<file path="src/rtl/tdpt_pkg.sv">
// ----------------------------------------------------------------------------
// tdpt_pkg
// shared types and constants for the trial division prime test
// ----------------------------------------------------------------------------
package tdpt_pkg;

	// width of the number under test, 8 to 64
	localparam int NUM_WIDTH = 32;
	// width of the candidate field on the input channel
	localparam int CAND_WIDTH = 32;
	// bit counter for one remainder pass
	localparam int CNT_WIDTH = $clog2(NUM_WIDTH);
	// running square of the divisor needs two bits of headroom
	localparam int SQ_WIDTH = NUM_WIDTH + 2;

	typedef enum logic [2:0] {
		ST_IDLE,
		ST_CHECK,
		ST_DIV,
		ST_TEST,
		ST_PRIME,
		ST_COMPOSITE
	} state_t;

	typedef struct packed {
		logic load;
		logic div_start;
		logic div_step;
		logic next_div;
		logic res_load;
		logic res_val;
	} ctl_cmd_t;

	typedef struct packed {
		logic n_lt2;
		logic n_eq2;
		logic n_even;
		logic bound_hit;
		logic div_last;
		logic rem_zero;
		logic out_busy;
	} dp_status_t;

endpackage

</file>
<file path="src/rtl/trial_division_prime_test_top.sv">
// ----------------------------------------------------------------------------
// trial_division_prime_test_top
// primality test by trial division over odd divisors
// ----------------------------------------------------------------------------
// usage
//   s_tdata carries one candidate per item; m_tdata bit 0 returns 1 when the
//   candidate (its low tdpt_pkg::NUM_WIDTH bits) is prime, one result per item
//   0 and 1 give 0, 2 gives 1, other even numbers give 0 straight away
//   odd numbers are divided by 3, 5, 7, ... while divisor squared <= number
// sequence
//   special cases and numbers below 9 are answered from the check state
//   otherwise each odd divisor tried takes a check step, a pass of the
//   bit-serial remainder unit (one bit a cycle) and its test step; a 32-bit
//   prime takes about 32768 divisors
// throughput
//   one item at a time; s_tready is high only while no item is in work
//   a finished result sits in the output register, so the next item is
//   taken while it waits; a further answer waits in the controller until
//   m_tready frees the register
// reset
//   arst_n returns the controller to idle and drops m_tvalid
// ----------------------------------------------------------------------------
module trial_division_prime_test_top (
	input  logic        clk,
	input  logic        arst_n,
	input  logic        s_tvalid,
	output logic        s_tready,
	input  logic [31:0] s_tdata,   // [31:0] candidate
	output logic        m_tvalid,
	input  logic        m_tready,
	output logic [7:0]  m_tdata    // [0] prime_flag, [7:1] zero
);

	tdpt_pkg::ctl_cmd_t   cmd;
	tdpt_pkg::dp_status_t status;
	tdpt_pkg::state_t     state;
	logic                 prime_flag;

	tdpt_ctrl u_ctrl (
		.clk      (clk),
		.arst_n   (arst_n),
		.in_valid (s_tvalid),
		.in_ready (s_tready),
		.status   (status),
		.cmd      (cmd),
		.state    (state)
	);

	tdpt_dp u_dp (
		.clk        (clk),
		.arst_n     (arst_n),
		.candidate  (s_tdata),
		.cmd        (cmd),
		.status     (status),
		.out_valid  (m_tvalid),
		.prime_flag (prime_flag),
		.out_ready  (m_tready)
	);

	assign m_tdata = {7'b0, prime_flag};

	// an accepted item leaves idle at once
	a_accept_busy: assert property (@(posedge clk) disable iff (!arst_n)
		(s_tvalid && s_tready) |=> !s_tready)
		else $error("input taken twice without finishing");

	// a pending result is never overwritten
	a_no_overwrite: assert property (@(posedge clk) disable iff (!arst_n)
		cmd.res_load |-> (!m_tvalid || m_tready))
		else $error("result register overwritten while stalled");

	// remainder passes only run on odd numbers above two
	a_div_odd: assert property (@(posedge clk) disable iff (!arst_n)
		(state == tdpt_pkg::ST_DIV) |-> (!status.n_even && !status.n_lt2))
		else $error("division started on a special case");

	// a result is loaded only from an answer state
	a_res_state: assert property (@(posedge clk) disable iff (!arst_n)
		cmd.res_load |-> (state == tdpt_pkg::ST_PRIME || state == tdpt_pkg::ST_COMPOSITE))
		else $error("result loaded outside an answer state");

endmodule

</file>
<file path="src/rtl/tdpt_dp.sv">
// ----------------------------------------------------------------------------
// tdpt_dp
// datapath: number, odd divisor, running square, bit-serial remainder
// unit and the result register
// ----------------------------------------------------------------------------
module tdpt_dp (
	input  logic                               clk,
	input  logic                               arst_n,
	input  logic [tdpt_pkg::CAND_WIDTH-1:0]    candidate,
	input  tdpt_pkg::ctl_cmd_t                 cmd,
	output tdpt_pkg::dp_status_t               status,
	output logic                               out_valid,
	output logic                               prime_flag,
	input  logic                               out_ready
);

	logic [tdpt_pkg::NUM_WIDTH-1:0] n_q;
	logic [tdpt_pkg::NUM_WIDTH-1:0] d_q;
	logic [tdpt_pkg::SQ_WIDTH-1:0]  sq_q;
	logic [tdpt_pkg::NUM_WIDTH-1:0] rem_q;
	logic [tdpt_pkg::NUM_WIDTH-1:0] shift_q;
	logic [tdpt_pkg::CNT_WIDTH-1:0] cnt_q;
	logic                           out_valid_q;
	logic                           flag_q;

	logic [tdpt_pkg::NUM_WIDTH:0]   trial;
	logic [tdpt_pkg::NUM_WIDTH:0]   diff;
	logic [tdpt_pkg::NUM_WIDTH-1:0] rem_next;

	// one restoring step: bring down the next bit, subtract when it fits
	assign trial = {rem_q, shift_q[tdpt_pkg::NUM_WIDTH-1]};
	assign diff  = trial - {1'b0, d_q};
	assign rem_next = diff[tdpt_pkg::NUM_WIDTH] ? trial[tdpt_pkg::NUM_WIDTH-1:0]
	                                            : diff[tdpt_pkg::NUM_WIDTH-1:0];

	always_ff @(posedge clk) begin
		if (cmd.load) begin
			n_q  <= tdpt_pkg::NUM_WIDTH'(candidate);
			d_q  <= tdpt_pkg::NUM_WIDTH'(3);
			sq_q <= tdpt_pkg::SQ_WIDTH'(9);
		end else if (cmd.next_div) begin
			// (d + 2)^2 = d^2 + 4d + 4
			d_q  <= d_q + tdpt_pkg::NUM_WIDTH'(2);
			sq_q <= sq_q + {d_q, 2'b00} + tdpt_pkg::SQ_WIDTH'(4);
		end
		if (cmd.div_start) begin
			rem_q   <= '0;
			shift_q <= n_q;
		end else if (cmd.div_step) begin
			rem_q   <= rem_next;
			shift_q <= {shift_q[tdpt_pkg::NUM_WIDTH-2:0], 1'b0};
		end
		if (cmd.res_load) begin
			flag_q <= cmd.res_val;
		end
	end

	always_ff @(posedge clk or negedge arst_n) begin
		if (!arst_n) begin
			cnt_q       <= '0;
			out_valid_q <= 1'b0;
		end else begin
			if (cmd.div_start) begin
				cnt_q <= '0;
			end else if (cmd.div_step) begin
				cnt_q <= cnt_q + tdpt_pkg::CNT_WIDTH'(1);
			end
			if (cmd.res_load) begin
				out_valid_q <= 1'b1;
			end else if (out_ready) begin
				out_valid_q <= 1'b0;
			end
		end
	end

	assign status.n_lt2     = (n_q < tdpt_pkg::NUM_WIDTH'(2));
	assign status.n_eq2     = (n_q == tdpt_pkg::NUM_WIDTH'(2));
	assign status.n_even    = ~n_q[0];
	assign status.bound_hit = (sq_q > {2'b00, n_q});
	assign status.div_last  = (cnt_q == tdpt_pkg::CNT_WIDTH'(tdpt_pkg::NUM_WIDTH - 1));
	assign status.rem_zero  = (rem_q == '0);
	assign status.out_busy  = out_valid_q & ~out_ready;

	assign out_valid  = out_valid_q;
	assign prime_flag = flag_q;

endmodule

</file>
<file path="src/rtl/tdpt_ctrl.sv">
// ----------------------------------------------------------------------------
// tdpt_ctrl
// controller: sequences the special cases, the remainder passes and the
// hand-over of the answer to the result register
// ----------------------------------------------------------------------------
module tdpt_ctrl (
	input  logic                 clk,
	input  logic                 arst_n,
	input  logic                 in_valid,
	output logic                 in_ready,
	input  tdpt_pkg::dp_status_t status,
	output tdpt_pkg::ctl_cmd_t   cmd,
	output tdpt_pkg::state_t     state
);

	tdpt_pkg::state_t state_q;
	tdpt_pkg::state_t state_d;

	always_ff @(posedge clk or negedge arst_n) begin
		if (!arst_n) begin
			state_q <= tdpt_pkg::ST_IDLE;
		end else begin
			state_q <= state_d;
		end
	end

	always_comb begin
		state_d  = state_q;
		cmd      = '0;
		in_ready = 1'b0;
		case (state_q)
			tdpt_pkg::ST_IDLE: begin
				in_ready = 1'b1;
				if (in_valid) begin
					cmd.load = 1'b1;
					state_d  = tdpt_pkg::ST_CHECK;
				end
			end
			tdpt_pkg::ST_CHECK: begin
				if (status.n_lt2) begin
					state_d = tdpt_pkg::ST_COMPOSITE;
				end else if (status.n_eq2) begin
					state_d = tdpt_pkg::ST_PRIME;
				end else if (status.n_even) begin
					state_d = tdpt_pkg::ST_COMPOSITE;
				end else if (status.bound_hit) begin
					state_d = tdpt_pkg::ST_PRIME;
				end else begin
					cmd.div_start = 1'b1;
					state_d       = tdpt_pkg::ST_DIV;
				end
			end
			tdpt_pkg::ST_DIV: begin
				cmd.div_step = 1'b1;
				if (status.div_last) begin
					state_d = tdpt_pkg::ST_TEST;
				end
			end
			tdpt_pkg::ST_TEST: begin
				if (status.rem_zero) begin
					state_d = tdpt_pkg::ST_COMPOSITE;
				end else begin
					cmd.next_div = 1'b1;
					state_d      = tdpt_pkg::ST_CHECK;
				end
			end
			tdpt_pkg::ST_PRIME: begin
				if (!status.out_busy) begin
					cmd.res_load = 1'b1;
					cmd.res_val  = 1'b1;
					state_d      = tdpt_pkg::ST_IDLE;
				end
			end
			tdpt_pkg::ST_COMPOSITE: begin
				if (!status.out_busy) begin
					cmd.res_load = 1'b1;
					state_d      = tdpt_pkg::ST_IDLE;
				end
			end
			default: begin
				state_d = tdpt_pkg::ST_IDLE;
			end
		endcase
	end

	assign state = state_q;

endmodule
</file>
<file path="config.mk">
export PLATFORM = sky130hd
export DESIGN_NAME = trial_division_prime_test_top
export DESIGN_NICKNAME = d
export VERILOG_FILES = /design/src/rtl/tdpt_pkg.sv /design/src/rtl/trial_division_prime_test_top.sv /design/src/rtl/tdpt_dp.sv /design/src/rtl/tdpt_ctrl.sv
export SDC_FILE = /design/constraint.sdc
export NUM_CORES = 1
export LEC_CHECK = 0
export BUFFER_PORTS_ARGS = -buffer_cell sky130_fd_sc_hd__buf_4
export CORE_AREA = 8 8 152 154
export CTS_CLUSTER_DIAMETER = 50
export DETAILED_ROUTE_END_ITERATION = 6
export DIE_AREA = 0 0 160 162
export PLACE_DENSITY = 0.72
export SYNTH_ARGS = -nofsm -noshare
export SYNTH_HDL_FRONTEND = slang
export SYNTH_SLANG_ARGS = --single-unit
</file>
<file path="constraint.sdc">
create_clock -name clk -period 5.3 [get_ports clk]
set_input_delay 0.53 -clock clk [delete_from_list [all_inputs] [get_ports clk]]
set_output_delay 0.53 -clock clk [all_outputs]
set_load 0.03 [all_outputs]
</file>
==> reports/results.tsv, run 1 <==
stage	metric	value	unit
outcome	status	finished, final reports clean	
yosys	ys_warn_count	0	
grt	grt_pass1_wl	44710	um
yosys	synthSimpleGateAreaFrac	15.84	%
worst_setup_path	end_kind	flip-flop	
yosys	async_reset_ff_share	5.357	%
clock_network	cts_made_buffers	17	
clock_network	hold_buffers	1	
yosys	syn_inst	1260	
clock_network	clockRootBuffer	clkbuf_16	
detailed_routing	vias	9072	
worst_setup_path	crit_fanout	31	
place	gp_congestion	0.8871	
die	initial_core_util	54.35	%
die	die_w	160	um
grt	antenna_found_initial	0	
finish	ff_latch_area	4059	um2
run	maxCapViolCount	0	
clock_network	clk_latency	0.44	ns
clock_network	clkTransAtPathRegs	0.08	ns
pwr	peakVddDrop	558.0	uV
timing	fin_tns_setup	0	ns
die	die_area	25920	um2
die	pin_count	46	
clock_network	cts_tree	yes	
pwr	p_leak	0.005551	uW
worst_setup_path	critical_path.slowest_cell	and2_1	
timing	skew	0.01437	ns
detailed_routing	wl_per_cell	17.21	um
detailed_routing	drt-initial-drc-count	688	
worst_setup_path	crit_type	flip-flop to flip-flop	
finish	area_growth_syn_to_layout	8.990	%
yosys	synth_top_family_by_area	compound AO/OA/AOI/OAI gates	
clock_network	clock-sinks	168	
timing	finalCriticalPeriod	3.913	ns
yosys	ys_seq_elements	168	
worst_setup_path	path_delay_family	compound AO/OA/AOI/OAI gates	
yosys	synth_most_common_cell	nand2_1	
die	die_h	162	um
die	placementRows	53	
clock_network	cts_setup_buffers	0	
yosys	synth_edf_count	65	
timing	timing.final.hold_violations	0	
detailed_routing	postRouteAntennaNets	0	
worst_setup_path	required	5.38	ns
clock_network	cts_max_path_buffers	2	
worst_setup_path	critPathArrivalTime	4.00	ns
grt	grt_pass1_vias	8801	
finish	n_antenna_cell	0	
place	dpl.hpwl	20230	um
yosys	yosysTopAreaCell	edfxtp_1	
clock_network	cts_resized	0	
detailed_routing	drc	0	
detailed_routing	drt-pass1-iter-count	6	
clock_network	cts_max_level	4	
timing	tightest_slew	1.035	ns
pwr	finalPower	7987	uW
die	core	20690	um2
worst_setup_path	cp_num_buf_inv	3	
yosys	synth-main-ff-cell	dfxtp_1	
yosys	syn-cell-area	11250	um2
hold_path	hp-class	primary input to flip-flop	
timing	whs	0.2594	ns
yosys	synthTopCellsByArea	edfxtp_1, dfxtp_1, ha_1	
finish	fillers	1863	
timing	finalCritPeriodShare	73.82	%
yosys	yosys.area_share.adder	13.93	%
timing	slew_violations	0	
timing	slew_headroom	31.01	%
yosys	muxShareOfSynthArea	3.138	%
timing	setup_viol	0	
yosys	synthTopCellsByCount	nand2_1, ha_1, a21oi_1, dfxtp_1, inv_1	
pwr	p_per_area	651.6	nW/um2
finish	fin_nets	1436	
detailed_routing	post_drt_via_cell_ratio	5.801	
worst_setup_path	critPathMaxStageDelay	0.51	ns
timing	rsz0062_at_grt	no	
yosys	synthXorXnorAreaFrac	6.865	%
place	port_buffers	38	
timing	fmax	255.6	MHz
grt	grtUsageTotal	21.01	%
grt	grt.overflow.total	0	
yosys	ys_seq_area_share	36.09	%
yosys	synth_compound_area_share	18.54	%
worst_setup_path	start_kind	flip-flop	
finish	multiInputGateArea	6588	um2
yosys	synthDominantCellAreaShare	17.36	%
yosys	ys_types	79	
yosys	avgSynthCellArea	8.925	um2
grt	grt_max_degree	70	
worst_setup_path	cp_cell_sequence	inv_1, ha_1, a21o_1, a21o_1, a211o_1, a21oi_1, nand4_1, a2111o_2, and2_1, inv_1, buf_4	
finish	layout-drive-gt1-share	8.146	%
detailed_routing	routed_wl	26920	um
## kinds of logic after synthesis
kind of cell | after synthesis
compound gates | 335
xor+xnor | 86
fa+ha+maj | 124
buf+inv | 133
flops | 168
mux | 35
other cells | 1
simple gates | 378
## area by class of cell
type	count	share of cell area [%]
multi-input combinational	965	53.75
inverter	79	2.419
clock inverter	15	1.664
sequential	168	33.12
tap	275	2.807
clock buffer	17	3.471
timing repair buffer	45	2.777
## cell usage in the layout (no fill, tap or decap), types with 16 or more instances in the layout
cell type,netlist,routed
a21o_1,43,43
a21oi_1,99,99
and3_1,16,16
buf_4,11,44
clkbuf_16,0,17
dfxtp_1,94,94
edfxtp_1,65,65
ha_1,122,122
inv_1,79,78
mux2i_1,33,33
nand2_1,147,147
nand3_1,40,40
nand4_1,20,20
nor2_1,71,70
nor3_1,19,19
nor4_1,20,20
o21ai_0,71,71
o21ai_1,29,29
xnor2_1,64,64
xor2_1,21,21
## worst register-to-register path, delay by kind of cell, from the launching register on
| kind | cells | cell delay [ns] |
|---|---|---|
| DFF | 1 | 0.39 |
| buffers and inverters | 3 | 0.80 |
| AOI/OAI and AO/OA | 5 | 1.40 |
| adders and majority gates | 1 | 0.24 |
| and+or+nand+nor | 2 | 0.69 |
## metal layers
| metal | vias up | global-route usage (%) | routed length, um |
|---|---|---|---|
| li1 | 4547 | - | - |
| met1 | 4282 | 27.68 | 12460 |
| met2 | 205 | 34.84 | 12790 |
| met3 | 38 | 3.290 | 1163 |
| met4 | 0 | 6.669 | 504 |
| met5 | - | 0 | 0 |
## report_power, final
group / switching (uW) / internal [uW]
Sequential: 264 / 1780
Combinational: 2660 / 1960
Clock: 602 / 727
Total: 3530 / 4460
## sequential cells by signal (all words and copies together), names as in the netlist
| register | cells |
|---|---|
| u_ctrl.state | 3 |
| u_dp.cnt_q | 5 |
| u_dp.d_q | 31 |
| u_dp.n_q | 32 |
| u_dp.out_valid | 1 |
| u_dp.prime_flag | 1 |
| u_dp.rem_q | 32 |
| u_dp.shift_q | 32 |
| u_dp.sq_q | 31 |
## stage by stage
step           setup slack (ns)  utilization [%]  std cells  area (um2)
2_1_floorplan             1.717                -       1266       11270
3_3_place_gp              1.455            56.15       1531       11620
3_5_place_dp              1.428            56.15       1531       11620
4_1_cts                   1.387            59.24       1564       12260
5_1_grt                   1.114            59.24       1564       12260
6_report                  1.387            59.24       1564       12260
## worst paths after layout
check	start	end	slack, ns	depth (start not counted)
worst min register to register	u_dp.sq_q[17]	u_dp.sq_q[17]	0.49	2
max in group asynchronous	arst_n	u_ctrl.state[0]	4.72	2
min in group asynchronous	arst_n	u_dp.cnt_q[1]	0.44	2
worst min-delay path	s_tdata[27]	u_dp.n_q[27]	0.26	1
worst max-delay path	u_dp.n_q[27]	u_dp.shift_q[10]	1.39	11
worst max register to register	u_dp.n_q[27]	u_dp.shift_q[10]	1.39	11
(Power assumes the default switching activity.)
==> run 2: changes to the inputs <==
--- a/config.mk
+++ b/config.mk
@@ -10,7 +10,7 @@
 export CTS_CLUSTER_DIAMETER = 50
 export DETAILED_ROUTE_END_ITERATION = 6
 export DIE_AREA = 0 0 160 162
-export PLACE_DENSITY = 0.72
+export PLACE_DENSITY = 0.75
 export SYNTH_ARGS = -nofsm -noshare
 export SYNTH_HDL_FRONTEND = slang
 export SYNTH_SLANG_ARGS = --single-unit
==> constraint.sdc (replaced) <==
create_clock -name clk -period 3.2 [get_ports clk]
set_input_delay 0.32 -clock clk [delete_from_list [all_inputs] [get_ports clk]]
set_output_delay 0.32 -clock clk [all_outputs]
set_load 0.03 [all_outputs]
==> run 2 against run 1 <==
  * Critical path depth stayed put
  * Clock skew is 0.0027 ns lower
  * Final area is 5.2% higher
  * Combinational power is 92% higher
  * Total power is 81% higher
  * The flow now finishes with violations (setup timing)
  * Worst hold slack worse by 0.20 ns
  * Wire length is 5.2% higher
  * Flip-flop and latch count stayed put
  * Non-clock buffer count is 58 higher
  * Largest power group unchanged
  * Cell count is 3.6% higher
  * Largest cell class unchanged
==> reports/results.tsv, run 2 (synthesis results as in run 1) <==
stage	metric	value	unit	change
finish	mostFrequentLayoutCell	nand2_1		unchanged
worst_setup_path	end_kind	flip-flop		unchanged
detailed_routing	routed_wl	28330	um	was 26920 um
pwr	finalPower	14430	uW	was 7987 uW
timing	rsz0062_at_grt	yes		was no
finish	fin_nets	1494		was 1436
hold_path	hp-class	primary input to flip-flop		unchanged
worst_setup_path	start_kind	flip-flop		unchanged
detailed_routing	postRouteAntennaNets	0		unchanged
outcome	failed_checks	setup timing		
clock_network	clockRootBuffer	clkbuf_16		unchanged
grt	grt_max_degree	61		was 70
pwr	p_per_area	1119	nW/um2	was 651.6 nW/um2
timing	slew_headroom	39.63	%	was 31.01%
outcome	status	complete, but fails checks		was finished, final reports clean
timing	fmax	307.5	MHz	was 255.6 MHz
die	placementRows	53		unchanged
place	dpl-instance-area	12050	um2	was 11620 um2
worst_setup_path	r2r_cells	11		unchanged
timing	skew	0.01162	ns	was 0.01437 ns
finish	ff_latch_area	4060	um2	was 4059 um2
timing	timing.final.hold_violations	0		unchanged
clock_network	clk_latency	0.43	ns	was 0.44 ns
detailed_routing	vias	9463		was 9072
place	gp_congestion	0.9183		was 0.8871
grt	grtUsageTotal	21.41	%	was 21.01%
detailed_routing	drt-pass1-iter-count	5		was 6
worst_setup_path	critPathArrivalTime	3.40	ns	was 4.00 ns
detailed_routing	wl_per_cell	17.47	um	was 17.21 um
detailed_routing	post_drt_via_cell_ratio	5.838		was 5.801
timing	finalCritPeriodShare	101.6	%	was 73.82%
finish	multiInputGateArea	6674	um2	was 6588 um2
worst_setup_path	required	3.35	ns	was 5.38 ns
die	pin_count	46		unchanged
die	die_area	25920	um2	unchanged
worst_setup_path	crit_type	flip-flop to flip-flop		unchanged
clock_network	cts_max_level	4		unchanged
grt	grt_pass1_vias	9336		was 8801
grt	antenna_found_initial	1		was 0
timing	setup_slack	-0.05172	ns	was 1.387 ns
pwr	p_leak	0.005873	uW	was 0.005551 uW
die	core	20690	um2	unchanged
finish	n_antenna_cell	0		unchanged
die	die_w	160	um	unchanged
clock_network	cts_max_path_buffers	2		unchanged
timing	tightest_slew	0.9022	ns	was 1.035 ns
clock_network	cts_made_buffers	17		unchanged
finish	final_cell_mix	nand2_1, ha_1, a21oi_1, dfxtp_1, buf_4		was nand2_1, ha_1, a21oi_1, dfxtp_1, inv_1
timing	finalCriticalPeriod	3.252	ns	was 3.913 ns
finish	layout-drive-gt1-share	13.08	%	was 8.146%
die	initial_core_util	54.35	%	unchanged
place	port_buffers	38		unchanged
grt	grt.overflow.total	0		unchanged
timing	slew_violations	0		unchanged
clock_network	cts_tree	yes		unchanged
clock_network	clock-sinks	168		unchanged
finish	top_regs	u_dp.n_q (32), u_dp.rem_q (32), u_dp.shift_q (32)		unchanged
finish	final_area	12890	um2	was 12260 um2
place	post-place-ws	-0.2692	ns	was 1.428 ns
run	maxCapViolCount	0		unchanged
clock_network	clkTransAtPathRegs	0.06	ns	was 0.08 ns
die	die_h	162	um	unchanged
place	dpl.hpwl	20990	um	was 20230 um
grt	grt_pass1_wl	45930	um	was 44710 um
timing	setup_viol	32		was 0
detailed_routing	drt-initial-drc-count	728		was 688
finish	utilization	62.32	%	was 59.24%
hold_path	holdPathStages	1		unchanged
detailed_routing	drc	0		unchanged
pwr	peakVddDrop	1064	uV	was 558.0 uV
finish	area_growth_syn_to_layout	14.65	%	was 8.990%
worst_setup_path	crit_fanout	8		was 31
finish	fillers	1743		was 1863
==> run 2: cell types whose count changed in the layout (fill, tap and decap cells not counted), sizes merged <==
| cell | change |
|---|---|
| buf | +55 |
| bufinv | +2 |
| clkbuf | +3 |
| clkinv | -2 |
| clkinvlp | +3 |
| inv | -4 |
==> run 2: area by class of cell <==
class | count | area share [%]
clock buffers | 17 | 3.299
inverters | 79 | 2.329
well taps | 275 | 2.669
clock inverters | 14 | 1.524
flip-flops and latches | 168 | 31.49
repair buffers | 103 | 6.929
multi-input cells | 965 | 51.76
==> run 2: metal layers <==
layer / up-vias / routed length (um) / GRT usage (%)
met4: 2 / 906 / 8.199
met1: 4459 / 12690 / 26.63
met5: - / 13 / 0
met2: 264 / 13430 / 36.52
li1: 4670 / - / -
met3: 68 / 1284 / 3.721
==> run 2: critical path, stage by stage (launching register included) <==
cell and delay, ns:
dfxtp_1 0.47, ha_4 0.25, a21o_1 0.15, a21o_1 0.15, a211o_1 0.30, a21oi_4 0.22, nand4_1 0.13, buf_6 0.16
a2111o_2 0.52, and2_4 0.19, clkinvlp_4 0.20, clkbuf_16 0.21
==> run 2: worst paths after layout <==
check / from / end / slack (ns)
max in group asynchronous: arst_n / u_ctrl.state[0] / 2.82
setup reg to reg: u_dp.sq_q[27] / u_dp.shift_q[29] / -0.05
hold / removal: s_tdata[3] / u_dp.n_q[3] / 0.06
min in group asynchronous: arst_n / u_dp.cnt_q[0] / 0.24
hold reg to reg: u_dp.sq_q[11] / u_dp.sq_q[11] / 0.49
setup / recovery: u_dp.sq_q[27] / u_dp.shift_q[29] / -0.05
==> run 2: per-stage QoR <==
stage                     TNS [ns]  hold slack (ns)  instances
after detailed placement    -14.94           0.1490       1581
after floorplan                  0          0.02441       1266
after global routing        -2.453          0.04446       1621
after global placement      -4.969           0.1507       1581
after CTS                        0          0.05141       1614
final                       -1.350          0.06436       1621
==> run 2: report_power, final <==
group / internal (uW) / switching (uW) / total (uW)
registers: 2940 / 418 / 3360
clock network: 1310 / 899 / 2210
logic: 4040 / 4810 / 8860
==> run 2: timing repair <==
action | CTS | global route
gates cloned | 0 | 4
resized for setup | 3 | 18
pin swaps | 1 | 9
hold buffers | 1 | 0
endpoints found under the hold margin | 9 | 0
setup buffers | 1 | 3
endpoints found under the setup margin | 88 | 74
==> run 3: changes to the inputs <==
==> constraint.sdc (replaced) <==
create_clock -name clk -period 3.2 [get_ports clk]
set_input_delay 0.32 -clock clk [delete_from_list [all_inputs] [get_ports clk]]
set_output_delay 0.32 -clock clk [all_outputs]
set_load 0.1 [all_outputs]
==> run 3 against run 2 <==
  * Final area grew 2.8%
  * Register-to-register slack is essentially flat
  * Critical endpoint is now u_dp.shift_q[10]
  * Total power grew 7.7%
  * First-iteration DRC count shrank 0.55%
  * Wire length grew 3.3%
  * Non-clock buffer count grew 6
  * Critical path depth grew 1
  * Setup slack gained 0.012 ns
  * Die area is the same
  * Utilization grew 1.7 points
  * Combinational power grew 11%
  * Flip-flop and latch count is the same
  * The flow still finishes with violations (setup timing)
==> reports/results.tsv, run 3 (synthesis results as in run 1) <==
stage	metric	value	unit	change
clock_network	cts_tree	yes		unchanged
pwr	p_int	8994	uW	was 8295 uW
clock_network	cts_max_level	4		unchanged
die	die_h	162	um	unchanged
place	dpl.hpwl	20600	um	was 20990 um
finish	final_area	13250	um2	was 12890 um2
grt	antenna_found_initial	0		was 1
finish	n_antenna_cell	0		unchanged
grt	grt_pass1_vias	9148		was 9336
place	port_buffers	38		unchanged
timing	finalCriticalPeriod	3.240	ns	was 3.252 ns
clock_network	clockRootBuffer	clkbuf_16		unchanged
clock_network	clkTransAtPathRegs	0.07	ns	was 0.06 ns
detailed_routing	routed_wl	29250	um	was 28330 um
die	placementRows	53		unchanged
die	initial_core_util	54.35	%	unchanged
pwr	peakVddDrop	806.0	uV	was 1064 uV
timing	tightest_slew	0.6908	ns	was 0.9022 ns
timing	slew_headroom	53.46	%	was 39.63%
finish	final_cell_mix	nand2_1, ha_1, a21oi_1, dfxtp_1, buf_4		unchanged
timing	finalCritPeriodShare	101.2	%	was 101.6%
pwr	seqPwrFrac	21.8	%	was 23.3%
worst_setup_path	required	3.34	ns	was 3.35 ns
timing	slew_violations	0		unchanged
timing	rsz0062_at_grt	yes		unchanged
timing	timing.final.hold_violations	0		unchanged
finish	utilization	64.05	%	was 62.32%
timing	setup_slack	-0.03979	ns	was -0.05172 ns
pwr	switchingPower	6535	uW	was 6130 uW
worst_setup_path	start_kind	flip-flop		unchanged
grt	grt_pass1_wl	45310	um	was 45930 um
detailed_routing	postRouteAntennaNets	0		unchanged
grt	grt.overflow.total	0		unchanged
outcome	failed_checks	setup timing		unchanged
pwr	p_leak	0.006004	uW	was 0.005873 uW
detailed_routing	drt-pass1-iter-count	5		unchanged
die	die_area	25920	um2	unchanged
grt	grt_max_degree	61		unchanged
detailed_routing	vias	9563		was 9463
timing	setup_viol	25		was 32
place	dpl-instance-area	12030	um2	was 12050 um2
clock_network	clock-sinks	168		unchanged
timing	fmax	308.7	MHz	was 307.5 MHz
hold_path	hp-class	primary input to flip-flop		unchanged
worst_setup_path	crit_fanout	8		unchanged
worst_setup_path	critPathArrivalTime	3.38	ns	was 3.40 ns
place	gp_congestion	0.9467		was 0.9183
pwr	clkPwrFrac	15.0	%	was 15.3%
grt	grtUsageTotal	21.31	%	was 21.41%
clock_network	cts_max_path_buffers	2		unchanged
detailed_routing	post_drt_via_cell_ratio	5.874		was 5.838
finish	area_growth_syn_to_layout	17.84	%	was 14.65%
finish	mostFrequentLayoutCell	nand2_1		unchanged
detailed_routing	drc	0		unchanged
hold_path	min_from	s_tdata[1]		was s_tdata[3]
run	maxCapViolCount	0		unchanged
worst_setup_path	crit_type	flip-flop to flip-flop		unchanged
worst_setup_path	r2r_setup_slack	-0.04	ns	was -0.05 ns
finish	fin_nets	1500		was 1494
die	pin_count	46		unchanged
pwr	combPwrFrac	63.2	%	was 61.4%
pwr	p_per_area	1172	nW/um2	was 1119 nW/um2
finish	fillers	1679		was 1743
die	die_w	160	um	unchanged
hold_path	holdPathEnd	u_dp.n_q[1]		was u_dp.n_q[3]
hold_path	holdPathStages	1		unchanged
finish	layout-drive-gt1-share	15.08	%	was 13.08%
detailed_routing	wl_per_cell	17.97	um	was 17.47 um
clock_network	cts_made_buffers	17		unchanged
worst_setup_path	regToRegStartpoint	u_dp.sq_q[27]		unchanged
worst_setup_path	end_kind	flip-flop		unchanged
timing	fin_tns_setup	-0.6046	ns	was -1.350 ns
worst_setup_path	r2r_end	u_dp.shift_q[10]		was u_dp.shift_q[29]
detailed_routing	drt-initial-drc-count	724		was 728
pwr	power.share.switching	42.08	%	was 42.50%
die	core	20690	um2	unchanged
worst_setup_path	r2r_cells	12		was 11
finish	top_regs	u_dp.n_q (32), u_dp.rem_q (32), u_dp.shift_q (32)		unchanged
clock_network	clk_latency	0.43	ns	about the same
timing	skew	0.01599	ns	was 0.01162 ns
timing	whs	0.06040	ns	was 0.06436 ns
outcome	status	complete, but fails checks		unchanged
run 3: cell types whose count changed in the layout (fill, tap and decap cells not counted), moves of 3 or more:
cell       change
o21ai_0       -18
o21ai_1       +18
nand2_1        -6
nand2_2        +6
ha_1           -5
ha_4           +5
buf_16         +4
clkbuf_16      +3
run 3: worst max path at each step:
stage | from | to | slack [ns]
finish | u_dp.sq_q[27] | u_dp.shift_q[10] | -0.04
floorplan | u_ctrl.state[1] | u_dp.n_q[0] | 0.08
global placement | u_dp.n_q[27] | u_dp.shift_q[12] | -0.16
detailed placement | u_dp.n_q[27] | u_dp.shift_q[11] | -0.26
global route | u_dp.n_q[27] | u_dp.shift_q[15] | -0.14
CTS | u_dp.n_q[27] | u_dp.shift_q[31] | -0.006
run 3: power by group through the flow:
stage,Sequential [uW],Clock [uW],Combinational [uW]
after floorplan,3300,0,6590
after global placement,3370,0,8140
after detailed placement,3390,0,8290
after CTS,3350,2340,8530
after global routing,3440,2420,10700
final,3390,2330,9810
run 3: worst max-delay path, cell delays in order, from the launching register on:
cell	delay [ns]
dfxtp_1	0.45
ha_4	0.24
a21o_1	0.17
a21o_1	0.17
a211o_1	0.31
a21oi_4	0.22
nand4_1	0.11
buf_4	0.18
a2111o_2	0.52
and2_4	0.17
clkinvlp_4	0.11
buf_8	0.14
buf_12	0.14
run 3: cell type report:
class | count | area [um2] | share of cell area, %
Tap cell | 275 | 344.1 | 2.597
Inverter | 79 | 300.3 | 2.266
Sequential cell | 168 | 4061 | 30.65
Timing Repair Buffer | 109 | 1080 | 8.148
Clock inverter | 15 | 232.7 | 1.756
Multi-Input combinational cell | 965 | 6808 | 51.37
Clock buffer | 17 | 425.4 | 3.210
run 3: routing by layer:
layer / GRT usage (%) / vias up / wire [um]
met5: 0 / - / 0
met4: 6.797 / 0 / 617
met3: 4.227 / 46 / 1654
met2: 35.82 / 285 / 13920
met1: 27.12 / 4556 / 13060
li1: - / 4676 / -
run 3: timing repair:
item | in CTS | in global routing
cloned | 2 | 7
gates resized for setup | 7 | 60
hold endpoints to repair | 9 | 0
endpoints found under the setup margin | 88 | 92
buffers inserted | 6 | 4
pin swaps | 3 | 17
hold buffers | 1 | 0
run 3: stage by stage:
step	worst slack, ns	cells	power [uW]
detailed placement	-0.2570	1577	11670
global placement	-0.1601	1577	11510
CTS	-0.006389	1618	14230
floorplan	0.07595	1266	9889
global route	-0.1370	1628	16530
finish	-0.03979	1628	15530
